### src/sv/tgs_pkg.sv
// Shared constants, codes and helpers for the triangle gradient setup block.
`timescale 1ns / 1ps
package tgs_pkg;
	typedef logic [47:0] q48_t;

	localparam int OUT_FRAC_BITS_DEF = 16;

	// Vertex slot codes
	localparam logic [1:0] SLOT_MIN  = 2'd0;
	localparam logic [1:0] SLOT_MID  = 2'd1;
	localparam logic [1:0] SLOT_MAX  = 2'd2;
	localparam logic [1:0] SLOT_NONE = 2'd3;

	// Attribute codes
	localparam logic [1:0] ATTR_U   = 2'd0;
	localparam logic [1:0] ATTR_V   = 2'd1;
	localparam logic [1:0] ATTR_ONE = 2'd2;

	localparam q48_t MAX48 = 48'h7FFF_FFFF_FFFF;
	localparam q48_t MIN48 = 48'h8000_0000_0000;

	// Apply a sign to a magnitude and clamp to the signed 48-bit range.
	function automatic q48_t sat48(input logic [63:0] mag, input logic neg);
		q48_t r;
		if (neg) begin
			if (mag > {16'd0, MIN48}) r = MIN48;
			else r = q48_t'(48'd0 - mag[47:0]);
		end else begin
			if (mag > {16'd0, MAX48}) r = MAX48;
			else r = mag[47:0];
		end
		return r;
	endfunction
endpackage

### src/sv/triangle_gradient_setup_core.sv
// Top level: perspective-correct gradient setup with one shared divider and multiplier.
`timescale 1ns / 1ps
// Vertices arrive in min-y, mid-y, max-y order on the input channel. Slots 0 and 1
// are simply stored; slot 2 starts the setup, during which in_stall stays
// high. The setup forms nine reciprocal-style quotients (u/w, v/w, 1/w per vertex),
// the doubled signed area, and for each attribute an x and a y gradient, emitting
// three results (u/w, v/w, 1/w) with last on the third. Every quotient goes through
// one bit-serial restoring divider of 64 steps, so a slot 2 vertex holds the block
// through the nine ratios, the area and the three gradient pairs with their output
// transfers, waiting while out_stall holds a result. Products use one registered
// signed multiplier. A zero w or zero area sets degenerate and forces both steps
// to zero.
module triangle_gradient_setup_core
	import tgs_pkg::*;
#(
	parameter int OUT_FRAC_BITS = OUT_FRAC_BITS_DEF
) (
	input  logic               clk,
	input  logic               arst_n,
	input  logic               in_valid,
	output logic               in_stall,
	input  logic [1:0]         vertex_slot,
	input  logic signed [15:0] pos_x,
	input  logic signed [15:0] pos_y,
	input  logic [31:0]        pos_w,
	input  logic [15:0]        tex_u,
	input  logic [15:0]        tex_v,
	output logic               out_valid,
	input  logic               out_stall,
	output logic [1:0]         attribute,
	output logic signed [47:0] value_min,
	output logic signed [47:0] value_mid,
	output logic signed [47:0] value_max,
	output logic signed [47:0] step_x,
	output logic signed [47:0] step_y,
	output logic               degenerate,
	output logic               last
);
	localparam int VW = 17 + OUT_FRAC_BITS;   // width of one attribute value
	localparam int MA = VW + 1;               // signed difference width
	localparam int PW = MA + 17;              // product width

	localparam logic [3:0] ST_IDLE  = 4'd0;
	localparam logic [3:0] ST_RDIV  = 4'd1;
	localparam logic [3:0] ST_RWAIT = 4'd2;
	localparam logic [3:0] ST_AREA0 = 4'd3;
	localparam logic [3:0] ST_AREA1 = 4'd4;
	localparam logic [3:0] ST_AREA2 = 4'd5;
	localparam logic [3:0] ST_GX0   = 4'd6;
	localparam logic [3:0] ST_GX1   = 4'd7;
	localparam logic [3:0] ST_GX2   = 4'd8;
	localparam logic [3:0] ST_GXW   = 4'd9;
	localparam logic [3:0] ST_GY0   = 4'd10;
	localparam logic [3:0] ST_GY1   = 4'd11;
	localparam logic [3:0] ST_GY2   = 4'd12;
	localparam logic [3:0] ST_GYW   = 4'd13;
	localparam logic [3:0] ST_OUT   = 4'd14;

	localparam logic [6:0] DIV_STEPS = 7'd64;

	logic [3:0] state_q;
	logic [1:0] vi_q, ai_q, k_q;

	logic [15:0] x_q [3];
	logic [15:0] y_q [3];
	logic [31:0] w_q [3];
	logic [15:0] u_q [3];
	logic [15:0] v_q [3];

	// attribute-major chain: entry 3*a+v; the current attribute sits in 0..2
	logic [VW-1:0] val_q [9];

	logic signed [36:0] area_q;
	logic               degen_q;
	logic signed [63:0] acc_q;
	logic signed [PW-1:0] prod_s1;
	logic               neg_q;
	q48_t               sx_q, sy_q;

	// divider
	logic [63:0] dq_q;
	logic [40:0] drem_q;
	logic [39:0] dsr_q;
	logic [6:0]  dcnt_q;
	logic        div_start;
	logic [63:0] div_dvd;
	logic [39:0] div_dsr;
	logic [40:0] rs;
	logic [41:0] trial;
	logic        ge;

	logic signed [16:0] dx0, dx1, dy0, dy1;
	logic signed [MA-1:0] da0, da1;
	logic signed [MA-1:0] mul_a;
	logic signed [16:0]   mul_b;
	logic signed [63:0]   prod_ext, num;
	logic [63:0]          num_mag;
	logic [39:0]          area_mag;
	logic [16:0]          tval;
	logic                 in_xfer, out_xfer;

	assign in_stall  = (state_q != ST_IDLE);
	assign in_xfer   = in_valid && !in_stall;
	assign out_valid = (state_q == ST_OUT);
	assign out_xfer  = out_valid && !out_stall;

	// Edge deltas against the max-y vertex
	assign dx0 = 17'(signed'({x_q[0][15], x_q[0]}) - signed'({x_q[2][15], x_q[2]}));
	assign dx1 = 17'(signed'({x_q[1][15], x_q[1]}) - signed'({x_q[2][15], x_q[2]}));
	assign dy0 = 17'(signed'({y_q[0][15], y_q[0]}) - signed'({y_q[2][15], y_q[2]}));
	assign dy1 = 17'(signed'({y_q[1][15], y_q[1]}) - signed'({y_q[2][15], y_q[2]}));
	assign da0 = MA'(signed'({1'b0, val_q[0]}) - signed'({1'b0, val_q[2]}));
	assign da1 = MA'(signed'({1'b0, val_q[1]}) - signed'({1'b0, val_q[2]}));

	// Select multiplier operands
	always_comb begin
		mul_a = '0;
		mul_b = '0;
		case (state_q)
			ST_AREA0: begin mul_a = MA'(dx1); mul_b = dy0; end
			ST_AREA1: begin mul_a = MA'(dx0); mul_b = dy1; end
			ST_GX0:   begin mul_a = da1;      mul_b = dy0; end
			ST_GX1:   begin mul_a = da0;      mul_b = dy1; end
			ST_GY0:   begin mul_a = da1;      mul_b = dx0; end
			ST_GY1:   begin mul_a = da0;      mul_b = dx1; end
			default:  begin mul_a = '0;       mul_b = '0;  end
		endcase
	end

	always_ff @(posedge clk) begin
		prod_s1 <= PW'(mul_a * mul_b);
	end

	assign prod_ext = 64'(prod_s1);
	assign num      = (acc_q - prod_ext) <<< 4;
	assign num_mag  = num[63] ? 64'(64'd0 - num) : num;
	assign area_mag = area_q[36] ? 40'(40'd0 - 40'(area_q)) : 40'(area_q);

	// Ratio numerator for the current attribute
	always_comb begin
		case (ai_q)
			ATTR_U:   tval = {1'b0, u_q[vi_q]};
			ATTR_V:   tval = {1'b0, v_q[vi_q]};
			default:  tval = 17'h10000;
		endcase
	end

	// Divider launch
	always_comb begin
		div_start = 1'b0;
		div_dvd   = '0;
		div_dsr   = '0;
		case (state_q)
			ST_RDIV: begin
				div_start = 1'b1;
				div_dvd   = {{(64 - VW){1'b0}}, tval, {OUT_FRAC_BITS{1'b0}}};
				div_dsr   = {8'd0, w_q[vi_q]};
			end
			ST_GX2, ST_GY2: begin
				div_start = !degen_q;
				div_dvd   = num_mag;
				div_dsr   = area_mag;
			end
			default: div_start = 1'b0;
		endcase
	end

	// Restoring divide step
	assign rs    = {drem_q[39:0], dq_q[63]};
	assign trial = {1'b0, rs} - {2'b00, dsr_q};
	assign ge    = !trial[41];

	always_ff @(posedge clk or negedge arst_n) begin
		if (!arst_n) begin
			dcnt_q <= '0;
		end else if (div_start) begin
			dcnt_q <= DIV_STEPS;
		end else if (dcnt_q != 7'd0) begin
			dcnt_q <= dcnt_q - 7'd1;
		end
	end

	always_ff @(posedge clk) begin
		if (div_start) begin
			dq_q   <= div_dvd;
			drem_q <= '0;
			dsr_q  <= div_dsr;
		end else if (dcnt_q != 7'd0) begin
			dq_q   <= {dq_q[62:0], ge};
			drem_q <= ge ? trial[40:0] : rs;
		end
	end

	// Store vertices
	always_ff @(posedge clk) begin
		if (in_xfer && vertex_slot != SLOT_NONE) begin
			x_q[vertex_slot] <= pos_x;
			y_q[vertex_slot] <= pos_y;
			w_q[vertex_slot] <= pos_w;
			u_q[vertex_slot] <= tex_u;
			v_q[vertex_slot] <= tex_v;
		end
	end

	// Attribute value chain
	always_ff @(posedge clk) begin
		if (state_q == ST_RWAIT && dcnt_q == 7'd0) begin
			for (int i = 0; i < 8; i++) val_q[i] <= val_q[i + 1];
			val_q[8] <= (w_q[vi_q] == 32'd0) ? '0 : dq_q[VW-1:0];
		end else if (out_xfer) begin
			for (int i = 0; i < 6; i++) val_q[i] <= val_q[i + 3];
		end
	end

	// Arithmetic registers
	always_ff @(posedge clk) begin
		case (state_q)
			ST_AREA1, ST_GX1, ST_GY1: acc_q <= prod_ext;
			ST_AREA2: begin
				area_q  <= 37'(acc_q - prod_ext);
				degen_q <= (w_q[0] == 32'd0) || (w_q[1] == 32'd0) || (w_q[2] == 32'd0)
					|| ((acc_q - prod_ext) == 64'sd0);
			end
			ST_GX2, ST_GY2: begin
				neg_q <= num[63] ^ area_q[36];
				if (degen_q) begin
					if (state_q == ST_GX2) sx_q <= '0;
					else sy_q <= '0;
				end
			end
			ST_GXW: if (dcnt_q == 7'd0) sx_q <= sat48(dq_q, neg_q);
			ST_GYW: if (dcnt_q == 7'd0) sy_q <= sat48(dq_q, !neg_q);
			default: acc_q <= acc_q;
		endcase
	end

	// Sequencer
	always_ff @(posedge clk or negedge arst_n) begin
		if (!arst_n) begin
			state_q <= ST_IDLE;
			vi_q    <= '0;
			ai_q    <= '0;
			k_q     <= '0;
		end else begin
			case (state_q)
				ST_IDLE: begin
					if (in_xfer && vertex_slot == SLOT_MAX) begin
						state_q <= ST_RDIV;
						vi_q    <= SLOT_MIN;
						ai_q    <= ATTR_U;
					end
				end
				ST_RDIV: state_q <= ST_RWAIT;
				ST_RWAIT: begin
					if (dcnt_q == 7'd0) begin
						if (vi_q == SLOT_MAX) begin
							vi_q <= SLOT_MIN;
							if (ai_q == ATTR_ONE) begin
								state_q <= ST_AREA0;
							end else begin
								ai_q    <= ai_q + 2'd1;
								state_q <= ST_RDIV;
							end
						end else begin
							vi_q    <= vi_q + 2'd1;
							state_q <= ST_RDIV;
						end
					end
				end
				ST_AREA0: state_q <= ST_AREA1;
				ST_AREA1: state_q <= ST_AREA2;
				ST_AREA2: begin
					state_q <= ST_GX0;
					k_q     <= ATTR_U;
				end
				ST_GX0: state_q <= ST_GX1;
				ST_GX1: state_q <= ST_GX2;
				ST_GX2: state_q <= degen_q ? ST_GY0 : ST_GXW;
				ST_GXW: if (dcnt_q == 7'd0) state_q <= ST_GY0;
				ST_GY0: state_q <= ST_GY1;
				ST_GY1: state_q <= ST_GY2;
				ST_GY2: state_q <= degen_q ? ST_OUT : ST_GYW;
				ST_GYW: if (dcnt_q == 7'd0) state_q <= ST_OUT;
				ST_OUT: begin
					if (out_xfer) begin
						if (k_q == ATTR_ONE) begin
							state_q <= ST_IDLE;
						end else begin
							k_q     <= k_q + 2'd1;
							state_q <= ST_GX0;
						end
					end
				end
				default: state_q <= ST_IDLE;
			endcase
		end
	end

	// Result fields
	assign attribute  = k_q;
	assign value_min  = {{(48 - VW){1'b0}}, val_q[0]};
	assign value_mid  = {{(48 - VW){1'b0}}, val_q[1]};
	assign value_max  = {{(48 - VW){1'b0}}, val_q[2]};
	assign step_x     = sx_q;
	assign step_y     = sy_q;
	assign degenerate = degen_q;
	assign last       = (k_q == ATTR_ONE);

`ifndef SYNTHESIS
	a_degen_zero: assert property (@(posedge clk) disable iff (!arst_n)
		out_valid && degenerate |-> (step_x == '0) && (step_y == '0))
		else $error("degenerate result with nonzero step");
	a_last_attr: assert property (@(posedge clk) disable iff (!arst_n)
		out_valid && last |-> attribute == ATTR_ONE)
		else $error("last flag on wrong attribute");
	a_setup_start: assert property (@(posedge clk) disable iff (!arst_n)
		in_valid && !in_stall && vertex_slot == SLOT_MAX |=> in_stall && !out_valid)
		else $error("setup did not start");
	a_div_bound: assert property (@(posedge clk) disable iff (!arst_n)
		dcnt_q <= DIV_STEPS)
		else $error("divider count out of range");
	a_out_hold: assert property (@(posedge clk) disable iff (!arst_n)
		out_valid && out_stall |=> out_valid && $stable(attribute))
		else $error("result dropped while stalled");
`endif
endmodule

### config.mk
export PLATFORM = sky130hd
export DESIGN_NAME = triangle_gradient_setup_core
export DESIGN_NICKNAME = d
export VERILOG_FILES = /design/src/sv/tgs_pkg.sv /design/src/sv/triangle_gradient_setup_core.sv
export SDC_FILE = /design/constraint.sdc
export NUM_CORES = 2
export LEC_CHECK = 0
export BUFFER_PORTS_ARGS = -buffer_cell sky130_fd_sc_hd__buf_4
export CORE_MARGIN = 2
export CORE_UTILIZATION = 56
export CTS_BUF_LIST = sky130_fd_sc_hd__clkbuf_8 sky130_fd_sc_hd__clkbuf_16
export DETAILED_ROUTE_END_ITERATION = 6
export PLACE_DENSITY = 0.73
export SLEW_MARGIN = 20
export SYNTH_ARGS = -nofsm -noshare
export SYNTH_HDL_FRONTEND = slang
export SYNTH_SLANG_ARGS = --single-unit
### constraint.sdc
create_clock -name clk -period 18.45 [get_ports clk]
set_clock_uncertainty 0.05 [all_clocks]
set_input_delay 1.845 -clock clk [delete_from_list [all_inputs] [get_ports clk]]
set_output_delay 1.845 -clock clk [all_outputs]
set_load 0.005 [all_outputs]
==> results.yml <==
run_status:
  status: "complete, but fails checks"
  violations: "DRC"
power:
  power.density_nw_per_um2: 165
  vdd_drop_max_uv: 118
  leakage_uw: 0.0325
global_route:
  grt_max_degree: 210
  overflow: 0
  grt_util_all_layers: 0.310
  grt_pass1_vias: 52700
  antenna_found_initial: 5
  grt_pass1_wl_mm: 312
floorplanning:
  design.die.area_um2: 132000
  die_h_um: 363
  start_util: 0.565
  rows: 131
  fp.coreArea_um2: 128000
  ios: 348
  chipWidth_um: 363
synth:
  synth_cells: 6876
  ys_seq_elements: 1013
  yosysTopAreaCell: "edfxtp_1"
  syn_area_um2: 72100
  ys_types: 89
  yosysTopAreaCellShare: 0.377
  avgSynthCellArea_um2: 10.5
  synth_edf_count: 905
  synthFlopType: "edfxtp_1"
  synth_area_leaders: "edfxtp_1 (38%), fa_1 (15%), ha_1 (5.2%), inv_1 (4.2%), nor2_1 (3.4%)"
  synth_warnings: 0
  synth.yosys.seq_area_share: 0.408
  synthArstFlopShare: 0.0168
worst_hold_path:
  whs_path_depth: 0
  hold_class: "register to register"
placement:
  portBuffers: 302
  gp_congestion: 0.951
  place_ws_ns: 5.99
  dpl.hpwl_mm: 153
sta:
  max_freq_ghz: 0.0790
  slew_violations: 0
  hold_viol: 0
  setup_viol: 0
  worstMarginPinSlew_ns: 1.23
  period_share: 0.686
  setup_slack_ns: 5.78
  tns_ns: 0
  relSlewSlack: 0.178
  rsz0062_at_grt: "no"
  fin_crit_ns: 12.67
detailed_routing:
  totalWireLength_mm: 204
  via_per_inst: 6.14
  drtIter0Drc: 6339
  drt_pass1_iterations: 7
  drc: 5
  ant_nets: 0
  wl_per_cell_um: 23.4
  dr_total_vias: 53500
setup_path:
  crit_required_ns: 19.05
  path_class: "register to register"
  crit_slowest_cell: "dfrtp_1"
  arrival_ns: 13.26
  cp-start-kind: "register"
  slowest_delay_ns: 0.81
  critical_path.max_fanout: 33
  path_common_cell: "fa_1"
  endpoint_kind: "register"
  r2r_cells: 37
clock_network:
  ctsRootBufferMaster: "clkbuf_16"
  h-tree-depth: 3
  clk_pin_slew_ns: 0.06
  holdBufCountCts: 0
  cts_num_sinks: 1013
  insertion_delay_ns: 0.75
  cts_setup_buffers: 0
  cts_buffers: 106
  cts.repair.resized: 0
  clk_path_buf_depth: 3
  tritoncts: "built"
finish:
  drive_gt1_frac: 0.102
  seqCellArea_um2: 29400
  n_fill_cell: 10200
  area_delta_synth_final_pct: 9.18
  multi_input_area_um2: 37900
  final_cell_mix: "edfxtp_1 (905), inv_1 (813), nor2_1 (650)"
  final_common_cell: "edfxtp_1"
  nets: 7918
job:
  cap_violations: 0
## stage by stage
step	utilization	cell area (um2)	power [uW]	hold slack (ns)	cells
after CTS	0.616	78700	12900	0.377	8707
after global routing	0.617	78700	13900	0.386	8709
after detailed placement	0.589	75200	10700	0.366	8511
after floorplan	-	72400	8450	0.358	6953
after global placement	0.589	75200	10600	0.368	8510
final	0.617	78800	13000	0.376	8711
## metal layers
metal	share of wire	routed length (um)	global-route usage
met5	0.000064	13	0
met4	0.043	8670	0.120
met3	0.094	19100	0.0592
met2	0.47	95800	0.498
met1	0.39	80200	0.418
## worst paths after layout
path | to | slack [ns] | start
worst max-delay path | prod_s1[50] | 5.78 | state_q[3]
min in group asynchronous | state_q[0] | 0.91 | arst_n
max in group asynchronous | vi_q[0] | 17.21 | arst_n
worst min register to register | acc_q[45] | 0.38 | prod_s1[45]
worst max register to register | prod_s1[50] | 5.78 | state_q[3]
worst min-delay path | acc_q[45] | 0.38 | prod_s1[45]
## cell type report
class	instances	share of cell area
diodes	2	0.0000635
inverters	800	0.0382
clock buffers	110	0.0345
well taps	1662	0.0264
clock inverters	86	0.00912
repair buffers	383	0.0374
flip-flops and latches	1013	0.374
multi-input cells	4655	0.481
## flip-flops by register name (all words and copies together), names as in the netlist, 40 cells and up
name / cells
drem_q: 40
prod_s1: 51
step_y: 48
step_x: 48
acc_q: 51
y_q: 48
w_q: 128
dq_q: 64
x_q: 48
v_q: 48
val_q: 297
u_q: 48
## worst max-delay path: cells and delay by family (launching register included)
kind	cells	cell delay, ns
DFF	1	0.81
adders and majority gates	9	4.25
and+or+nand+nor	5	1.29
xor gates and xnor gates	2	0.29
AOI/OAI and AO/OA	16	4.90
muxes	1	0.27
buffers and inverters	4	0.65
## Yosys cell counts, drive strengths merged (35+ instances only)
cell type	n
xnor2	148
o21ai	349
buf	166
xor2	108
nand2b	65
dfxtp	91
a21oi	311
nand3	80
nor2b	73
a31oi	73
a21o	103
or3	36
a22o	203
o31ai	39
a221oi	52
nand2	575
nand4	42
o21a	40
mux2i	53
and3	43
nor3	104
ha	299
fa	558
nor2	659
edfxtp	905
mux2	51
inv	799
nor4	62
clkbuf	319
and2	35
## logic make-up (layout without fill, tap and decap cells)
family	count (synthesis)	count (layout)	synth area share
and+or+nand+nor	1878	1878	0.119
AOI/OAI and AO/OA	1450	1450	0.135
buffers and inverters	1285	1379	0.0747
DFF	1013	1013	0.408
adders and majority gates	857	857	0.207
xor gates and xnor gates	256	256	0.0311
muxes	136	136	0.0253
other	1	80	0.0000520
## power by group
part           total [uW]  internal (uW)  switching (uW)
Sequential           3310           2990             320
Clock                2100           1180             921
Combinational        7590           2650            4940
No activity file was read; power rests on OpenSTA's default activity.
